## src/rtl/channel_lifecycle_controller_assert.svh

```systemverilog
// assertion macros used by channel_lifecycle_controller
`ifndef CHANNEL_LIFECYCLE_CONTROLLER_ASSERT_SVH
`define CHANNEL_LIFECYCLE_CONTROLLER_ASSERT_SVH

// same-cycle implication
`define CLC_ASSERT_NOW(label, clk, rst_n, ante, cons) \
	label: assert property (@(posedge clk) disable iff (!rst_n) (ante) |-> (cons)) \
		else $error("clc assertion failed");

// next-cycle implication
`define CLC_ASSERT_NEXT(label, clk, rst_n, ante, cons) \
	label: assert property (@(posedge clk) disable iff (!rst_n) (ante) |=> (cons)) \
		else $error("clc assertion failed");

`endif

```

## src/rtl/clc_pkg.sv

```systemverilog
`default_nettype none
package clc_pkg;

	localparam int LENGTH_BITS = 16;
	localparam int STAT_BITS   = 32;

	// effective length width: the length field itself is 16 bits
	localparam int LEN_W = (LENGTH_BITS < 16) ? LENGTH_BITS : 16;

	localparam int RUN_MAX   = 3;
	localparam int RUN_CNT_W = $clog2(RUN_MAX + 1);
	localparam int RUN_IDX_W = $clog2(RUN_MAX);

	typedef enum logic [0:0] {
		CFG_STATS_ENABLE  = 1'd0,
		CFG_NOTIFY_ENABLE = 1'd1
	} cfg_idx_t;

	typedef enum logic [2:0] {
		OP_OPEN       = 3'd0,
		OP_CLOSE      = 3'd1,
		OP_READ       = 3'd2,
		OP_WRITE      = 3'd3,
		OP_OPEN_DONE  = 3'd4,
		OP_READ_DONE  = 3'd5,
		OP_WRITE_DONE = 3'd6
	} op_t;

	typedef enum logic [3:0] {
		ACT_NONE          = 4'd0,
		ACT_INVALID       = 4'd1,
		ACT_OPEN          = 4'd2,
		ACT_CLOSE         = 4'd3,
		ACT_ABORT_OPEN    = 4'd4,
		ACT_READ          = 4'd5,
		ACT_WRITE         = 4'd6,
		ACT_OPEN_ENDED    = 4'd7,
		ACT_OPEN_FAIL_HK  = 4'd8,
		ACT_OPEN_OK_HK    = 4'd9,
		ACT_UP_OPEN_FAIL  = 4'd10,
		ACT_UP_LAYER_UP   = 4'd11,
		ACT_UP_LAYER_DOWN = 4'd12,
		ACT_UP_SEND_DONE  = 4'd13,
		ACT_UP_RECEIVE    = 4'd14
	} action_t;

	// open is bit 0, closing is bit 4
	typedef struct packed {
		logic closing;
		logic writing;
		logic reading;
		logic opening;
		logic open;
	} flags_t;

	typedef struct packed {
		logic [STAT_BITS-1:0] open_cnt;
		logic [STAT_BITS-1:0] fail_cnt;
		logic [STAT_BITS-1:0] close_cnt;
		logic [STAT_BITS-1:0] rx_cnt;
		logic [STAT_BITS-1:0] tx_cnt;
	} stats_t;

	typedef struct packed {
		action_t [RUN_MAX-1:0]             act;
		logic [RUN_MAX-1:0][LEN_W-1:0]     bytes;
		logic [RUN_CNT_W-1:0]              count;
	} run_t;

endpackage
`default_nettype wire

```

## src/rtl/clc_if.sv

```systemverilog
`default_nettype none
interface clc_in_if;
	logic        valid;
	logic        ready;
	logic [2:0]  op;
	logic        error;
	logic [15:0] length;

	modport source (output valid, output op, output error, output length, input ready);
	modport sink   (input valid, input op, input error, input length, output ready);
endinterface

interface clc_out_if;
	logic        valid;
	logic        ready;
	logic [3:0]  action;
	logic        last;
	logic [4:0]  status_flags;
	logic [15:0] byte_count;
	logic [31:0] opens_seen;
	logic [31:0] open_fails_seen;
	logic [31:0] closes_seen;
	logic [31:0] rx_bytes;
	logic [31:0] tx_bytes;

	modport source (
		output valid, output action, output last, output status_flags, output byte_count,
		output opens_seen, output open_fails_seen, output closes_seen, output rx_bytes,
		output tx_bytes, input ready
	);
	modport sink (
		input valid, input action, input last, input status_flags, input byte_count,
		input opens_seen, input open_fails_seen, input closes_seen, input rx_bytes,
		input tx_bytes, output ready
	);
endinterface
`default_nettype wire

```

## src/rtl/channel_lifecycle_controller.sv

```systemverilog
`default_nettype none
// channel life-cycle controller: each event item on in_ch (open, close, read, write or
// one of their completions) updates the five channel flags and the wrapping statistics
// counters and yields a run of one to three action items on out_ch, the final one marked
// by last; every item of a run carries the flags and counters as they stand after the
// event. An event waits in the input register until the run buffer can take it, and
// the buffer hands out one action per cycle while out_ch.ready is high; the next event
// is evaluated in the cycle the final action of the previous run is taken, so events
// with a single action flow at one per cycle while out_ch.ready holds. The user is to
// write stats_enable and notify_enable through wr_en/wr_index/wr_data only while the
// block is idle, which the block itself does not enforce; both clear at reset.
`include "channel_lifecycle_controller_assert.svh"
module channel_lifecycle_controller (
	input  wire logic clk,
	input  wire logic arst_n,
	input  wire logic wr_en,
	input  wire logic wr_index,
	input  wire logic wr_data,
	clc_in_if.sink    in_ch,
	clc_out_if.source out_ch
);
	import clc_pkg::*;

	// configuration
	logic stats_en_q;
	logic notify_en_q;

	// input register stage
	logic             valid_s1;
	op_t              op_s1;
	logic             err_s1;
	logic [LEN_W-1:0] len_s1;

	// channel state
	flags_t flags_q;
	stats_t stats_q;

	// step results
	flags_t flags_n;
	stats_t stats_n;
	run_t   run_n;

	logic run_free;
	logic step_fire;

	// the event in the input register is evaluated once the run buffer can take it
	assign step_fire   = valid_s1 && run_free;
	assign in_ch.ready = !valid_s1 || step_fire;

	always_ff @(posedge clk or negedge arst_n) begin
		if (!arst_n) begin
			stats_en_q  <= 1'b0;
			notify_en_q <= 1'b0;
		end else if (wr_en) begin
			unique case (cfg_idx_t'(wr_index))
				CFG_STATS_ENABLE:  stats_en_q  <= wr_data;
				CFG_NOTIFY_ENABLE: notify_en_q <= wr_data;
			endcase
		end
	end

	always_ff @(posedge clk or negedge arst_n) begin
		if (!arst_n) begin
			valid_s1 <= 1'b0;
		end else if (in_ch.ready) begin
			valid_s1 <= in_ch.valid;
		end
	end

	// payload of the input register, no reset needed
	always_ff @(posedge clk) begin
		if (in_ch.valid && in_ch.ready) begin
			op_s1  <= op_t'(in_ch.op);
			err_s1 <= in_ch.error;
			len_s1 <= in_ch.length[LEN_W-1:0];
		end
	end

	// flags and counters move only when an event is evaluated
	always_ff @(posedge clk or negedge arst_n) begin
		if (!arst_n) begin
			flags_q <= '0;
			stats_q <= '0;
		end else if (step_fire) begin
			flags_q <= flags_n;
			stats_q <= stats_n;
		end
	end

	clc_step u_step (
		.op        (op_s1),
		.err       (err_s1),
		.len       (len_s1),
		.stats_en  (stats_en_q),
		.notify_en (notify_en_q),
		.flags_i   (flags_q),
		.stats_i   (stats_q),
		.flags_o   (flags_n),
		.stats_o   (stats_n),
		.run_o     (run_n)
	);

	clc_run u_run (
		.clk     (clk),
		.arst_n  (arst_n),
		.load    (step_fire),
		.run_i   (run_n),
		.flags_i (flags_n),
		.stats_i (stats_n),
		.free    (run_free),
		.out_ch  (out_ch)
	);

	// a none action only ever stands alone
	`CLC_ASSERT_NOW(a_none_alone, clk, arst_n, out_ch.valid && !out_ch.last,
		out_ch.action != ACT_NONE)
	// an evaluated event always presents its run next cycle
	`CLC_ASSERT_NEXT(a_run_loaded, clk, arst_n, step_fire, out_ch.valid)
	// a channel is never open and opening at once
	`CLC_ASSERT_NOW(a_open_excl, clk, arst_n, flags_q.opening, !flags_q.open)
	// no busy transfer flag without an open channel
	`CLC_ASSERT_NOW(a_busy_open, clk, arst_n, flags_q.reading || flags_q.writing,
		flags_q.open)

endmodule
`default_nettype wire

```

## src/rtl/clc_step.sv

```systemverilog
`default_nettype none
module clc_step (
	input  wire clc_pkg::op_t                 op,
	input  wire logic                         err,
	input  wire logic [clc_pkg::LEN_W-1:0]    len,
	input  wire logic                         stats_en,
	input  wire logic                         notify_en,
	input  wire clc_pkg::flags_t              flags_i,
	input  wire clc_pkg::stats_t              stats_i,
	output clc_pkg::flags_t                   flags_o,
	output clc_pkg::stats_t                   stats_o,
	output clc_pkg::run_t                     run_o
);
	import clc_pkg::*;

	// append an action, dropping upward notices when they are masked and any action beyond a full run
	function automatic run_t push_act(input run_t ri, input action_t a,
			input logic [LEN_W-1:0] b, input logic ne);
		run_t ro;
		ro = ri;
		if ((a < ACT_UP_OPEN_FAIL || ne) && ri.count < RUN_CNT_W'(RUN_MAX)) begin
			ro.act[ri.count[RUN_IDX_W-1:0]]   = a;
			ro.bytes[ri.count[RUN_IDX_W-1:0]] = b;
			ro.count = ri.count + RUN_CNT_W'(1);
		end
		return ro;
	endfunction

	function automatic logic will_settle(input flags_t fi);
		return fi.closing && !(fi.opening || fi.reading || fi.writing);
	endfunction

	flags_t f;
	stats_t s;
	run_t   r;
	logic   busy;
	logic   is_read;

	always_comb begin
		f       = flags_i;
		s       = stats_i;
		r       = '0;
		busy    = 1'b0;
		is_read = (op == OP_READ) || (op == OP_READ_DONE);
		unique case (op)
			OP_OPEN: begin
				if (f == '0) begin
					f.opening = 1'b1;
					r = push_act(r, ACT_OPEN, '0, notify_en);
				end else begin
					r = push_act(r, ACT_INVALID, '0, notify_en);
				end
			end
			OP_CLOSE: begin
				if (!f.closing) begin
					if (f.open || f.opening) begin
						if (stats_en) s.close_cnt = s.close_cnt + STAT_BITS'(1);
						f.closing = 1'b1;
						r = push_act(r, f.opening ? ACT_ABORT_OPEN : ACT_CLOSE, '0, notify_en);
					end else begin
						r = push_act(r, ACT_INVALID, '0, notify_en);
					end
				end
				if (will_settle(f)) begin
					f.closing = 1'b0;
					f.open    = 1'b0;
					r = push_act(r, ACT_UP_LAYER_DOWN, '0, notify_en);
				end
			end
			OP_READ, OP_WRITE: begin
				busy = is_read ? f.reading : f.writing;
				if (f.open && !f.closing && !busy) begin
					if (len != '0) begin
						if (is_read) f.reading = 1'b1;
						else f.writing = 1'b1;
						r = push_act(r, is_read ? ACT_READ : ACT_WRITE, len, notify_en);
					end else begin
						r = push_act(r, is_read ? ACT_UP_RECEIVE : ACT_UP_SEND_DONE, '0,
							notify_en);
					end
				end else begin
					r = push_act(r, ACT_INVALID, '0, notify_en);
				end
			end
			OP_READ_DONE, OP_WRITE_DONE: begin
				busy = is_read ? f.reading : f.writing;
				if (!busy) begin
					r = push_act(r, ACT_INVALID, '0, notify_en);
				end else begin
					if (is_read) f.reading = 1'b0;
					else f.writing = 1'b0;
					if (err) begin
						// error tears the channel down if it can still close
						if ((f.open || f.opening) && !f.closing) begin
							if (stats_en) s.close_cnt = s.close_cnt + STAT_BITS'(1);
							f.closing = 1'b1;
							r = push_act(r, f.opening ? ACT_ABORT_OPEN : ACT_CLOSE, '0,
								notify_en);
						end
					end else begin
						if (stats_en) begin
							if (is_read) s.rx_cnt = s.rx_cnt + STAT_BITS'(len);
							else s.tx_cnt = s.tx_cnt + STAT_BITS'(len);
						end
						if (!f.closing) begin
							r = push_act(r, is_read ? ACT_UP_RECEIVE : ACT_UP_SEND_DONE,
								is_read ? len : '0, notify_en);
						end
					end
					if (will_settle(f)) begin
						f.closing = 1'b0;
						f.open    = 1'b0;
						r = push_act(r, ACT_UP_LAYER_DOWN, '0, notify_en);
					end
				end
			end
			OP_OPEN_DONE: begin
				if (!f.opening) begin
					r = push_act(r, ACT_INVALID, '0, notify_en);
				end else begin
					f.opening = 1'b0;
					r = push_act(r, ACT_OPEN_ENDED, '0, notify_en);
					if (err) begin
						if (stats_en) s.fail_cnt = s.fail_cnt + STAT_BITS'(1);
						if (will_settle(f)) begin
							f.closing = 1'b0;
							f.open    = 1'b0;
						end
						r = push_act(r, ACT_OPEN_FAIL_HK, '0, notify_en);
						r = push_act(r, ACT_UP_OPEN_FAIL, '0, notify_en);
					end else if (f.closing) begin
						if (will_settle(f)) begin
							f.closing = 1'b0;
							f.open    = 1'b0;
						end
						r = push_act(r, ACT_CLOSE, '0, notify_en);
						r = push_act(r, ACT_UP_OPEN_FAIL, '0, notify_en);
					end else begin
						if (stats_en) s.open_cnt = s.open_cnt + STAT_BITS'(1);
						f.open = 1'b1;
						r = push_act(r, ACT_OPEN_OK_HK, '0, notify_en);
						r = push_act(r, ACT_UP_LAYER_UP, '0, notify_en);
					end
				end
			end
			default: begin
				r = push_act(r, ACT_INVALID, '0, notify_en);
			end
		endcase
		// an empty run still yields one item
		if (r.count == '0) begin
			r.act[0]   = ACT_NONE;
			r.bytes[0] = '0;
			r.count    = RUN_CNT_W'(1);
		end
		flags_o = f;
		stats_o = s;
		run_o   = r;
	end

endmodule
`default_nettype wire

```

## src/rtl/clc_run.sv

```systemverilog
`default_nettype none
module clc_run (
	input  wire logic            clk,
	input  wire logic            arst_n,
	input  wire logic            load,
	input  wire clc_pkg::run_t   run_i,
	input  wire clc_pkg::flags_t flags_i,
	input  wire clc_pkg::stats_t stats_i,
	output logic                 free,
	clc_out_if.source            out_ch
);
	import clc_pkg::*;

	logic                 valid_q;
	logic [RUN_IDX_W-1:0] idx_q;
	run_t                 run_q;
	flags_t               flags_q;
	stats_t               stats_q;
	logic                 last;
	logic                 take;

	assign last = (RUN_CNT_W'(idx_q) + RUN_CNT_W'(1)) == run_q.count;
	assign take = valid_q && out_ch.ready;
	// buffer can refill when empty or when its final item leaves now
	assign free = !valid_q || (take && last);

	always_ff @(posedge clk or negedge arst_n) begin
		if (!arst_n) begin
			valid_q <= 1'b0;
			idx_q   <= '0;
		end else if (load) begin
			valid_q <= 1'b1;
			idx_q   <= '0;
		end else if (take) begin
			if (last) valid_q <= 1'b0;
			else idx_q <= idx_q + RUN_IDX_W'(1);
		end
	end

	always_ff @(posedge clk) begin
		if (load) begin
			run_q   <= run_i;
			flags_q <= flags_i;
			stats_q <= stats_i;
		end
	end

	assign out_ch.valid           = valid_q;
	assign out_ch.action          = run_q.act[idx_q];
	assign out_ch.last            = last;
	assign out_ch.status_flags    = flags_q;
	assign out_ch.byte_count      = 16'(run_q.bytes[idx_q]);
	assign out_ch.opens_seen      = 32'(stats_q.open_cnt);
	assign out_ch.open_fails_seen = 32'(stats_q.fail_cnt);
	assign out_ch.closes_seen     = 32'(stats_q.close_cnt);
	assign out_ch.rx_bytes        = 32'(stats_q.rx_cnt);
	assign out_ch.tx_bytes        = 32'(stats_q.tx_cnt);

endmodule
`default_nettype wire

```

## src/flat_wrapper.sv

```systemverilog
// flat-port wrapper written by rule: the top's interface ports become plain ports
module channel_lifecycle_controller_flat import clc_pkg::*;
  (clk, arst_n, wr_en, wr_index, wr_data, in_ch_valid, in_ch_op, in_ch_error, in_ch_length, in_ch_ready, out_ch_valid, out_ch_action, out_ch_last, out_ch_status_flags, out_ch_byte_count, out_ch_opens_seen, out_ch_open_fails_seen, out_ch_closes_seen, out_ch_rx_bytes, out_ch_tx_bytes, out_ch_ready);
  clc_in_if in_ch_i ();
  clc_out_if out_ch_i ();
  input  wire logic clk;
  input  wire logic arst_n;
  input  wire logic wr_en;
  input  wire logic wr_index;
  input  wire logic wr_data;
  input wire logic [$bits(in_ch_i.valid)-1:0] in_ch_valid;
  input wire logic [$bits(in_ch_i.op)-1:0] in_ch_op;
  input wire logic [$bits(in_ch_i.error)-1:0] in_ch_error;
  input wire logic [$bits(in_ch_i.length)-1:0] in_ch_length;
  output wire logic [$bits(in_ch_i.ready)-1:0] in_ch_ready;
  output wire logic [$bits(out_ch_i.valid)-1:0] out_ch_valid;
  output wire logic [$bits(out_ch_i.action)-1:0] out_ch_action;
  output wire logic [$bits(out_ch_i.last)-1:0] out_ch_last;
  output wire logic [$bits(out_ch_i.status_flags)-1:0] out_ch_status_flags;
  output wire logic [$bits(out_ch_i.byte_count)-1:0] out_ch_byte_count;
  output wire logic [$bits(out_ch_i.opens_seen)-1:0] out_ch_opens_seen;
  output wire logic [$bits(out_ch_i.open_fails_seen)-1:0] out_ch_open_fails_seen;
  output wire logic [$bits(out_ch_i.closes_seen)-1:0] out_ch_closes_seen;
  output wire logic [$bits(out_ch_i.rx_bytes)-1:0] out_ch_rx_bytes;
  output wire logic [$bits(out_ch_i.tx_bytes)-1:0] out_ch_tx_bytes;
  input wire logic [$bits(out_ch_i.ready)-1:0] out_ch_ready;
  assign in_ch_i.valid = in_ch_valid;
  assign in_ch_i.op = in_ch_op;
  assign in_ch_i.error = in_ch_error;
  assign in_ch_i.length = in_ch_length;
  assign in_ch_ready = in_ch_i.ready;
  assign out_ch_valid = out_ch_i.valid;
  assign out_ch_action = out_ch_i.action;
  assign out_ch_last = out_ch_i.last;
  assign out_ch_status_flags = out_ch_i.status_flags;
  assign out_ch_byte_count = out_ch_i.byte_count;
  assign out_ch_opens_seen = out_ch_i.opens_seen;
  assign out_ch_open_fails_seen = out_ch_i.open_fails_seen;
  assign out_ch_closes_seen = out_ch_i.closes_seen;
  assign out_ch_rx_bytes = out_ch_i.rx_bytes;
  assign out_ch_tx_bytes = out_ch_i.tx_bytes;
  assign out_ch_i.ready = out_ch_ready;
  channel_lifecycle_controller u_core (.clk(clk), .arst_n(arst_n), .wr_en(wr_en), .wr_index(wr_index), .wr_data(wr_data), .in_ch(in_ch_i), .out_ch(out_ch_i));
endmodule
```

## config.mk

```make
export PLATFORM = sky130hd
export DESIGN_NAME = channel_lifecycle_controller_flat
export DESIGN_NICKNAME = d
export VERILOG_FILES = /design/src/rtl/clc_pkg.sv /design/src/rtl/clc_if.sv /design/src/rtl/channel_lifecycle_controller.sv /design/src/rtl/clc_step.sv /design/src/rtl/clc_run.sv /design/src/flat_wrapper.sv
export VERILOG_INCLUDE_DIRS = /design/src /design/src/rtl
export SDC_FILE = /design/constraint.sdc
export NUM_CORES = 1
export LEC_CHECK = 0
export BUFFER_PORTS_ARGS = -buffer_cell sky130_fd_sc_hd__buf_2
export CAP_MARGIN = 20
export CORE_ASPECT_RATIO = 1.1
export CORE_MARGIN = 1.5
export CORE_UTILIZATION = 63
export CTS_BUF_LIST = sky130_fd_sc_hd__clkbuf_8
export DETAILED_ROUTE_END_ITERATION = 10
export GPL_ROUTABILITY_DRIVEN = 0
export GPL_TIMING_DRIVEN = 0
export PLACE_DENSITY = 0.86
export SETUP_SLACK_MARGIN = 0.4
export SYNTH_ARGS = -nofsm -noshare
export SYNTH_HDL_FRONTEND = slang
export SYNTH_SLANG_ARGS = --single-unit
```

## constraint.sdc

```tcl
create_clock -name clk -period 9.67 [get_ports clk]
set_clock_uncertainty 0.15 [all_clocks]
set_input_delay 0.967 -clock clk [delete_from_list [all_inputs] [get_ports clk]]
set_output_delay 0.967 -clock clk [all_outputs]
set_load 0.02 [all_outputs]
```

Yosys cells after proc, flatten, opt, wreduce, memory -nomap -nowiden
Index checks and enable logic that the tools add are counted.
{"block": "word_totals", "ff_bits": 418, "inputBits": 27}
{"block": "classes", "n_mux": 143, "n_addsub": 12, "n_bitwise": 37, "order_cmp": 22, "n_eq_ne": 8, "n_reduce_logical": 52}
{"cell": "62-bit 2-to-1 mux", "n": 30}
{"cell": "32-bit 2-to-1 mux", "n": 12}
{"cell": "64-bit 2-to-1 mux", "n": 5}
{"cell": "62-bit case mux with 5 select lines", "n": 1}
{"cell": "48-bit NOT", "n": 6}
{"cell": "48-bit bitwise AND", "n": 5}
{"cell": "16-bit demux with 2-bit select", "n": 6}
{"cell": "54-bit 2-to-1 mux", "n": 3}
{"cell": "16-bit 2-to-1 mux", "n": 8}
{"cell": "53-bit 2-to-1 mux", "n": 2}
{"cell": "32-bit by 1-bit adder with 32-bit output (second input constant)", "n": 3}
{"cell": "96-bit 2-to-1 mux", "n": 1}
{"cell": "18-bit 2-to-1 mux", "n": 4}
{"cell": "32-bit by 16-bit adder with 32-bit output", "n": 2}
{"cell": "32-bit case mux with 2 select lines", "n": 1}
{"cell": "52-bit 2-to-1 mux", "n": 1}
{"cell": "16-bit by 48-bit bitwise AND with 48-bit output", "n": 1}
{"cell": "4-bit demux with 2-bit select", "n": 6}
{"cell": "4-bit 2-to-1 mux", "n": 10}
{"cell": "1-bit 2-to-1 mux", "n": 36}
{"cell": "6-bit NOT", "n": 6}
{"cell": "16-bit binary-select mux with 2-bit select", "n": 1}
{"cell": "6-bit bitwise AND", "n": 4}
{"cell": "6-bit bitwise OR", "n": 4}
{"cell": "36 further kinds", "n": 116}

Depth between registers and ports, before layout
Gate-level depths: netlist of run 1.
{"block": "logic_depth", "word_depth": 25, "mapped_depth": 11}

Hierarchy
From an unflattened synthesis of run 1, not the netlist that was laid out.
{"block": "unflattened", "hier_cells": 1541, "hier_area_um2": 20440.9}
{"mod": "channel_lifecycle_controller", "seq_area_each_um2": 4804.6, "area_each_um2": 7537.2, "instances": 1, "cells_per_inst": 380}
{"mod": "clc_run", "seq_area_each_um2": 6891.6, "area_each_um2": 7428.4, "instances": 1, "cells_per_inst": 318}
{"mod": "clc_step", "seq_area_each_um2": 0.0, "area_each_um2": 5475.3, "instances": 1, "cells_per_inst": 843}

Worst setup path before layout of run 1
No wires, ideal clock.
{"block": "synth_path", "path_kind": "reg2reg", "start": "register u_core.u_run.idx_q[1]", "end": "register u_core.u_run.stats_q (netlist bit u_core.u_run.out_ch.closes_seen[0]), enable pin", "setup_slack_ns": 4.610, "synth_period_minus_slack_ns": 5.060, "path_stages_with_launch": 10, "setup_ns": 0.470, "t_arrival_ns": 4.440, "path_cell_list": "dfrtp_1 -> buf_2 -> xnor2_1 -> mux2i_1 -> nand2_1 -> a21bo_2 -> inv_1 -> buf_2 -> buf_2 -> buf_2"}
{"block": "synth_between", "elab_chain_cells": 5}
{"element": "from (decl)", "line_no": "clc_run.sv:15", "source": "logic [RUN_IDX_W-1:0] idx_q;"}
{"element": "from (signal assigned)", "line_no": "clc_run.sv:36", "source": "else idx_q <= idx_q + RUN_IDX_W'(1);"}
{"element": "2-bit by 1-bit adder with 2-bit output", "line_no": "clc_run.sv:22", "source": "assign last = (RUN_CNT_W'(idx_q) + RUN_CNT_W'(1)) == run_q.count;"}
{"element": "2-bit equality test", "line_no": "clc_run.sv:22"}
{"element": "named net out_ch_last", "line_no": "flat_wrapper.sv:18", "source": "output wire logic [$bits(out_ch_i.last)-1:0] out_ch_last;"}
{"element": "1-bit logical AND", "line_no": "clc_run.sv:25", "source": "assign free = !valid_q || (take && last);"}
{"element": "1-bit logical OR", "line_no": "clc_run.sv:25"}
{"element": "1-bit logical AND", "line_no": "channel_lifecycle_controller.sv:47", "source": "assign step_fire = valid_s1 && run_free;"}
{"element": "named net u_core.step_fire", "line_no": "channel_lifecycle_controller.sv:44", "source": "logic step_fire;"}
{"element": "to (signal assigned)", "line_no": "clc_run.sv:44", "source": "stats_q <= stats_i;"}
{"element": "to (decl)", "line_no": "clc_run.sv:18", "source": "stats_t stats_q;"}
The timed path passes the listed nets, and every way through them passes these cells.
A chain may end at the register's enable or synchronous reset.

Final worst setup path of run 1
{"block": "layout_path", "start": "register u_core.u_run.idx_q[1]", "end": "register u_core.u_run.stats_q (netlist bit u_core.u_run.out_ch.rx_bytes[3]), enable pin"}
{"block": "layout_between", "elab_chain_cells": 5}
{"element": "2-bit by 1-bit adder with 2-bit output", "line_no": "clc_run.sv:22"}
{"element": "2-bit equality test", "line_no": "clc_run.sv:22"}
{"element": "1-bit logical AND", "line_no": "clc_run.sv:25"}
{"element": "1-bit logical OR", "line_no": "clc_run.sv:25"}
{"element": "1-bit logical AND", "line_no": "channel_lifecycle_controller.sv:47"}
{"element": "named net u_core.step_fire", "line_no": "channel_lifecycle_controller.sv:44"}
The timed path passes the listed nets, and every way through them passes these cells.

==> results.toml, run 1 <==
[cells_and_area]
layout.nets = 1998
nFillCells = 1981
syn2layout_area_growth_pct = 15.0
drive_above_1_share_pct = 19.1
antennaDiodeCount = 0
final_util_pct = 73.3

[pwr]
fin_total_pwr_w = 0.00531
power_leakage_nw = 9.44
power_density_nw_per_um2 = 246
ir_drop_v = 0.000206

[clock_network]
worstSkewPairLatency_ps = 630
cts_resized = 0
cts_tree = "done"
clockBufferDepth = 3
cts_buffers = 59
htreeDepth = 2
path_clk_slew_ps = 60
clock-sinks = 384
cts-hold-fix-buffers = 0
cts_root_buffer = "clkbuf_8"
post-cts-setup-buffers = 0

[placed_design]
io_buffers = 214
dp_hpwl_um = 29200

[drt]
drt_iter0_drc = 1167
wl_per_cell_um = 18.1
antenna_left = 0
via_per_inst = 5.80
num_vias = 13664
wirelength_um = 42600
dr.pass1.iters = 8
drc_errors = 0

[yosys]
synth_nets = 1721
syn_area_um2 = 18700
ys_types = 71
seq_area_frac_synth_pct = 57.0
synth-main-ff-cell = "edfxtp_1"
avgSynthCellArea_um2 = 11.3
ys_ff_latch = 384
synth_edf_count = 213
ys_async_sr_fraction_pct = 44.5
synthCells = 1654
yosys_warnings = 0

[grt]
grt_pass1_vias = 13209
grt_max_degree = 106
grt_pass1_wl_um = 67000
antenna_found_initial = 0
grt_usage_pct = 27.5
grt_overflow_total = 0

[sta]
tightest_slew_ps = 963
finalSetupTns_ps = 0
relSlewSlack_pct = 35.3
finalMaxSlewViolations = 0
rsz0062_at_grt = "no"
period_share_pct = 44.0
hold_viol = 0
setup-violations-final = 0
fmax_ghz = 0.235
period_minus_slack_ps = 4260

[die]
die-area_um2 = 30800
io_pins = 215
fp-row-count = 66
core_um2 = 29400
start_util_pct = 63.8
fp.dieW_um = 167
die_y_um = 184

[setup_path]
crit_path_start_kind = "flop"
cp.arrival_ps = 4360
endpoint_kind = "flop"
r2r_cells = 10
crit_fanout = 103
worstSetupPathType = "reg -> reg"
critPathRequiredTime_ps = 9770

[outcome]
status = "finished clean"

[flow_run]
maxCapViolations = 0

[hold_path]
hold_class = "in -> async"
-- cell families after synthesis --
kind of cell / count (synthesis) / synth area share, %
and+or+nand+nor: 652 / 17.0
DFF: 384 / 57.0
xor gates and xnor gates: 271 / 12.7
AOI/OAI and AO/OA: 179 / 6.07
buffers and inverters: 83 / 1.89
muxes: 45 / 2.66
adders and majority gates: 40 / 2.75
-- layer usage --
metal	global-route usage [%]	vias up	part of all wire [%]
met2	45.3	601	47
met1	35.9	6536	41
met5	0	-	0
li1	-	6398	-
met4	12.1	0	4.0
met3	5.27	129	7.4
-- state kept, by name, summed over array words and instances (netlist names), 16 cells and up --
register	count
u_core.len_s1	16
u_core.stats_q	160
u_core.u_run.out_ch.closes_seen	32
u_core.u_run.out_ch.tx_bytes	32
u_core.u_run.out_ch.rx_bytes	32
u_core.u_run.out_ch.open_fails_seen	32
u_core.u_run.out_ch.opens_seen	32
u_core.u_run.run_q	28
-- cells in the final DEF (no fill, tap or decap), drive strengths merged, types with 39 or more instances in the layout --
cell type  count
o21ai         45
edfxtp       213
clkbuf       106
xnor2        162
nand2        213
xor2         109
inv           39
a21oi         57
dfrtp        171
and2          42
nor3          44
nand4         46
nand3         71
nor2         131
buf          242
-- cell type report --
| cell class | instances | area [um2] | share of cell area (%) |
|---|---|---|---|
| clock buffers | 67 | 922 | 4.28 |
| well taps | 374 | 468 | 2.17 |
| inverters | 18 | 67.6 | 0.313 |
| repair buffers | 216 | 1140 | 5.27 |
| plain buffers | 65 | 297 | 1.38 |
| flip-flops and latches | 384 | 10700 | 49.5 |
| clock inverters | 45 | 274 | 1.27 |
| multi-input cells | 1187 | 7710 | 35.8 |
-- Yosys cell counts, types with 5 or more instances --
cell type / instances / area (um2)
nor4_1: 8 / 50.1
nor2b_1: 8 / 50.1
a21o_1: 15 / 113
and3_1: 32 / 200
nor2_1: 130 / 488
xnor2_1: 162 / 1420
clkbuf_1: 38 / 143
dfrtp_1: 171 / 4280
inv_1: 16 / 60.1
xor2_1: 109 / 955
and4_1: 11 / 96.3
or3_1: 8 / 50.1
a21oi_1: 57 / 285
mux2i_1: 7 / 70.1
mux2_2: 38 / 428
nand2b_1: 13 / 81.3
nor3_1: 41 / 205
a31oi_1: 11 / 68.8
nand2_1: 213 / 800
nand3_1: 71 / 355
nand4_1: 45 / 282
nand3b_1: 6 / 45.0
buf_2: 18 / 90.1
edfxtp_1: 213 / 6400
or2_2: 6 / 37.5
and2_1: 42 / 263
a21bo_2: 5 / 50.1
ha_1: 38 / 475
o21ai_0: 42 / 210
-- report_power, final --
group          switching (W)  internal, W  leakage [nW]
Combinational        0.00116     0.000521          4.45
Sequential          0.000155      0.00212          4.31
Clock               0.000634     0.000717         0.684
-- critical path, stage by stage, from the launching register on --
cell and delay (ps):
dfrtp_1 360, buf_2 170, xnor2_1 200, mux2i_1 380
nand2_1 170, a21bo_2 350, inv_1 120, buf_2 350
buf_2 440, buf_8 610, buf_16 450
-- through the flow --
step | area [um2] | instances | hold slack, ps | worst slack [ps]
2_1_floorplan | 18700 | 1654 | 311 | 4610
6_report | 21600 | 2356 | 164 | 5410
3_5_place_dp | 20400 | 2244 | 328 | 5460
3_3_place_gp | 20300 | 2242 | 324 | 3360
4_1_cts | 21600 | 2356 | 152 | 5400
5_1_grt | 21600 | 2356 | 180 | 5190
-- worst paths after layout --
kind	startpoint	end	slack (ps)
worst max-delay path	u_core.u_run.idx_q[1]$_DFFE_PN0P_	u_core.u_run.out_ch.rx_bytes[3]$_DFFE_PP_	5410
worst min-delay path	arst_n	u_core.stats_q[137]$_DFFE_PN0P_	160
worst max register to register	u_core.u_run.idx_q[1]$_DFFE_PN0P_	u_core.u_run.out_ch.rx_bytes[3]$_DFFE_PP_	5410
worst min register to register	u_core.stats_q[127]$_DFFE_PN0P_	u_core.stats_q[127]$_DFFE_PN0P_	340
max in group asynchronous	arst_n	u_core.stats_q[23]$_DFFE_PN0P_	8250
min in group clk	u_core.stats_q[127]$_DFFE_PN0P_	u_core.stats_q[127]$_DFFE_PN0P_	340
Note: power is estimated with default switching activity, not from simulation.
==> inputs of run 2 (changes only) <==
Settings changed: CORE_UTILIZATION 63 to 55, PLACE_DENSITY 0.86 to 0.8.
Clock period 9.67 ns to 3.57 ns, I/O delays scaled along.
==> results.toml, run 2 (synthesis results as in run 1) <==
[setup_path]
r2r_slack_ps = 450
slowest_stage = "edfxtp_1"
r2r_cells = 12
endpoint_kind = "flop"
cp.arrival_ps = 3330
critical_path.startpoint = "u_core.len_s1[0]$_DFFE_PP_"
cpPeakStageDelay_ps = 500
critPathRequiredTime_ps = 3780
crit_fanout = 8
crit_chain = "buf_4 > ha_4 > fa_2 > a21o_1 > a221oi_4 > nand4b_1 > and3_1 > buf_4 > or3_1 > clkbuf_4 > nor2_1 > xor2_1"
r2r_start = "u_core.len_s1[0]$_DFFE_PP_"
crit_path_start_kind = "flop"
crit_path_end = "u_core.u_run.out_ch.rx_bytes[26]$_DFFE_PP_"
timing.rr.end = "u_core.u_run.out_ch.rx_bytes[26]$_DFFE_PP_"
path_common_cell = "buf_4"
worstSetupPathType = "reg -> reg"

[clock_network]
clockBufferDepth = 3
htreeDepth = 2
worstSkewPairLatency_ps = 630
cts_root_buffer = "clkbuf_8"
clock-sinks = 384
cts_buffers = 61
path_clk_slew_ps = 60
cts_tree = "done"

[die]
core_um2 = 33400
start_util_pct = 56.2
die-area_um2 = 35200
io_pins = 215
fp-row-count = 70
die_y_um = 197
fp.dieW_um = 179

[grt]
grt_pass1_vias = 13332
grt_usage_pct = 25.5
antenna_found_initial = 0
grt_overflow_total = 0
grt_pass1_wl_um = 69600
grt_max_degree = 89

[sta]
relSlewSlack_pct = 42.9
tightest_slew_ps = 857
setup-violations-final = 0
finalSetupTns_ps = 0
period_minus_slack_ps = 3120
hold_viol = 0
period_share_pct = 87.4
rsz0062_at_grt = "yes"
fmax_ghz = 0.320
finalMaxSlewViolations = 0

[drt]
num_vias = 13777
drt_iter0_drc = 1154
via_per_inst = 5.61
wl_per_cell_um = 18.2
antenna_left = 0
drc_errors = 0
dr.pass1.iters = 6
wirelength_um = 44800

[pwr]
power_leakage_nw = 9.70
ir_drop_v = 0.000551
power_density_nw_per_um2 = 668

[cells_and_area]
largest_register_ffs = 160
antennaDiodeCount = 0
design_area_um2 = 22300
final_common_cell = "buf_2"
top_register = "u_core.stats_q"
layout.nets = 2039
layout_common_cells = "228 x buf_2, 213 x edfxtp_1, 212 x nand2_1"
syn2layout_area_growth_pct = 18.8
drive_above_1_share_pct = 20.9

[placed_design]
place_area_um2 = 20400
io_buffers = 214
dp_hpwl_um = 29600

[flow_run]
maxCapViolations = 0

[hold_path]
hold_class = "in -> async"

[outcome]
status = "finished clean"
run 2: cell types whose count changed in the layout (fill, tap and decap cells not counted), moves of 4 or more:
cell / previous run / this run
ha_2: 0 / 4
clkinv_1: 16 / 9
ha_1: 38 / 33
clkinv_2: 4 / 15
nor3_2: 2 / 6
nor3_1: 41 / 37
buf_4: 3 / 11
clkbuf_1: 38 / 34
dlygate4sd3_1: 0 / 28
run 2: stage by stage:
stage / util [%] / instances / hold WS [ps] / setup WS (ps) / total power (W)
finish: 66.7 / 2457 / 163 / 449 / 0.0149
floorplan: - / 1654 / -88.6 / 459 / 0.00921
CTS: 66.1 / 2449 / 194 / 428 / 0.0148
detailed placement: 61.2 / 2301 / 274 / -328 / 0.0108
global placement: 61.1 / 2300 / 324 / -986 / 0.0107
global route: 66.7 / 2457 / 211 / 361 / 0.0156
run 2: routing by layer:
metal  routed length [um]  global-route usage [%]  up-vias
met4                 1560                    9.26        0
met5                    0                       0        -
met1                18700                    33.7     6635
met2                21700                    42.3      554
met3                 2810                    4.42      113
li1                     -                       -     6475
run 2: how the worst min path moves through the flow:
stage / to / slack [ps] / depth (start not counted)
final: u_core.notify_en_q$_DFFE_PN0P_ / 160 / 2
after global routing: u_core.notify_en_q$_DFFE_PN0P_ / 210 / 2
after CTS: u_core.stats_q[82]$_DFFE_PN0P_ / 190 / 2
after detailed placement: u_core.notify_en_q$_DFFE_PN0P_ / 270 / 1
after global placement: u_core.stats_q[159]$_DFFE_PN0P_ / 320 / 1
after floorplan: u_core.flags_q[0]$_DFFE_PN0P_ / -90 / 0
run 2: timing repair:
| item | CTS | global route |
|---|---|---|
| buffers inserted | 1 | 5 |
| gates cloned | 3 | 3 |
| hold buffers | 28 | 0 |
| endpoints found under the hold margin | 113 | 0 |
| gates resized for setup | 14 | 28 |
| setup endpoints to repair | 248 | 258 |
| pin swaps | 0 | 3 |
run 2: cell type report:
class | count | area, um2
Buffer | 65 | 338
Clock buffer | 65 | 895
Clock inverter | 51 | 333
Fill cell | 2515 | 11100
Inverter | 18 | 71.3
Multi-Input combinational cell | 1187 | 7830
Sequential cell | 384 | 10700
Tap cell | 432 | 541
Timing Repair Buffer | 255 | 1590
run 2: where the power goes:
part / total [W] / leakage, nW / switching (W) / internal [W]
sequential: 0.00617 / 4.31 / 0.000424 / 0.00574
clock: 0.00374 / 0.711 / 0.00176 / 0.00199
combinational: 0.00498 / 4.67 / 0.00332 / 0.00166
run 2: worst max-delay path: cells and delay by family (launching register included):
| family | cells | cell delay [ps] |
|---|---|---|
| AOI/OAI and AO/OA | 2 | 460 |
| buffers and inverters | 3 | 530 |
| xor gates and xnor gates | 1 | 160 |
| and+or+nand+nor | 4 | 480 |
| DFF | 1 | 500 |
| adders and majority gates | 2 | 560 |
==> inputs of run 3 (changes only) <==
Settings changed: CORE_MARGIN 1.5 to 2, SETUP_SLACK_MARGIN 0.4 to 0.3.
==> results.toml, run 3 (synthesis results as in run 1) <==
[cells_and_area]
multiInputGateArea_um2 = 7780
largest_register_ffs = 160
register_area_um2 = 10700
final_common_cell = "buf_2"
design_area_um2 = 21900
antennaDiodeCount = 0
layout.nets = 2029
top_register = "u_core.stats_q"
drive_above_1_share_pct = 19.7
stdcell_count = 2442
final_util_pct = 65.8
syn2layout_area_growth_pct = 17.1
layout_common_cells = "228 x buf_2, 213 x edfxtp_1, 212 x nand2_1"
nFillCells = 2536

[pwr]
ir_drop_v = 0.000459
power_density_nw_per_um2 = 653
fin_total_pwr_w = 0.0143
power_leakage_nw = 9.54

[die]
start_util_pct = 56.2
core_um2 = 33400
fp.dieW_um = 180
die_y_um = 198
io_pins = 215
fp-row-count = 70
die-area_um2 = 35600

[drt]
antenna_left = 0
dr.pass1.iters = 6
via_per_inst = 5.67
wirelength_um = 45300
wl_per_cell_um = 18.6
drt_iter0_drc = 1047
drc_errors = 0
num_vias = 13845

[setup_path]
cpLargestDelayFamily = "compound AO/OA/AOI/OAI gates"
critPathRequiredTime_ps = 3740
slowest_stage = "edfxtp_1"
worstSetupPathType = "reg -> reg"
cp.arrival_ps = 3400
crit_path_start_kind = "flop"
crit_chain = "ha_1 > fa_1 > a21o_1 > a221oi_2 > nor2_1 > or2_2 > a21oi_1 > xor2_1 > o31ai_2"
cp.buffers_inverters = 0
crit_fanout = 4
cpPeakStageDelay_ps = 500
endpoint_kind = "flop"

[grt]
grt_overflow_total = 0
grt_pass1_wl_um = 71500
grt_usage_pct = 25.3
grt_max_degree = 110
antenna_found_initial = 0
grt_pass1_vias = 13749

[clock_network]
htreeDepth = 2
cts_root_buffer = "clkbuf_8"
clockBufferDepth = 3
cts_buffers = 58
worstSkewPairLatency_ps = 600
clock-sinks = 384
cts_tree = "done"
path_clk_slew_ps = 60

[placed_design]
place_area_um2 = 20400
dp.cells = 2301
io_buffers = 214
dp_hpwl_um = 30000

[sta]
finalSetupTns_ps = 0
relSlewSlack_pct = 37.0
period_share_pct = 90.6
fmax_ghz = 0.309
hold_viol = 0
rsz0062_at_grt = "yes"
setup-violations-final = 0
tightest_slew_ps = 945
period_minus_slack_ps = 3230
finalMaxSlewViolations = 0

[flow_run]
maxCapViolations = 0

[outcome]
status = "finished clean"

[hold_path]
hold_class = "in -> async"
run 3: cell types whose count changed in the layout (fill, tap and decap cells not counted), sizes merged:
cell,change
clkbuf,-6
buf,-4
bufinv,-3
clkinv,+5
clkinvlp,-1
dlygate4sd3,-1
inv,-5
run 3: area by class of cell:
| type | count | area share, % |
|---|---|---|
| buffer | 65 | 1.48 |
| multi-input combinational | 1187 | 35.5 |
| clock inverter | 47 | 1.02 |
| clock buffer | 61 | 3.83 |
| sequential | 384 | 48.7 |
| inverter | 18 | 0.325 |
| timing repair buffer | 248 | 6.76 |
| tap | 432 | 2.46 |
run 3: routing by layer:
metal	global-route usage (%)	vias up	wire [um]
met5	0	-	0
met3	3.96	120	3010
li1	-	6458	-
met4	11.8	0	1830
met2	41.6	562	21700
met1	33.2	6705	18800
run 3: path summary, 6_finish.rpt:
kind                                                 start                                         end  slack, ps  cells after the start
setup / recovery                u_core.len_s1[0]$_DFFE_PP_  u_core.u_run.out_ch.tx_bytes[14]$_DFFE_PP_        340                      9
hold / removal                                      arst_n               u_core.stats_q[9]$_DFFE_PN0P_        150                      2
setup reg to reg                u_core.len_s1[0]$_DFFE_PP_  u_core.u_run.out_ch.tx_bytes[14]$_DFFE_PP_        340                      9
hold reg to reg            u_core.stats_q[159]$_DFFE_PN0P_             u_core.stats_q[159]$_DFFE_PN0P_        330                      1
max in group asynchronous                           arst_n             u_core.stats_q[137]$_DFFE_PN0P_       2160                      3
min in group clk                               in_ch_op[1]                   u_core.op_s1[1]$_DFFE_PP_        320                      2
run 3: timing repair:
| action | 4_1_cts | 5_1_grt |
|---|---|---|
| endpoints found under the hold margin | 88 | 0 |
| buffers inserted | 0 | 3 |
| hold buffers | 27 | 0 |
| setup endpoints to repair | 221 | 104 |
| gates resized for setup | 12 | 16 |
| gates cloned | 3 | 0 |
| pin swaps | 0 | 1 |
run 3: per-stage QoR:
step	setup slack, ps	hold WS (ps)
6_report	336	152
5_1_grt	197	186
4_1_cts	303	148
3_5_place_dp	-476	199
3_3_place_gp	-960	324
2_1_floorplan	314	-88.6
run 3: power breakdown:
group	switching (W)	internal (W)	total, W
combinational	0.00331	0.00156	0.00487
sequential	0.000411	0.00574	0.00615
clock	0.00165	0.00166	0.00331
total	0.00537	0.00896	0.0143
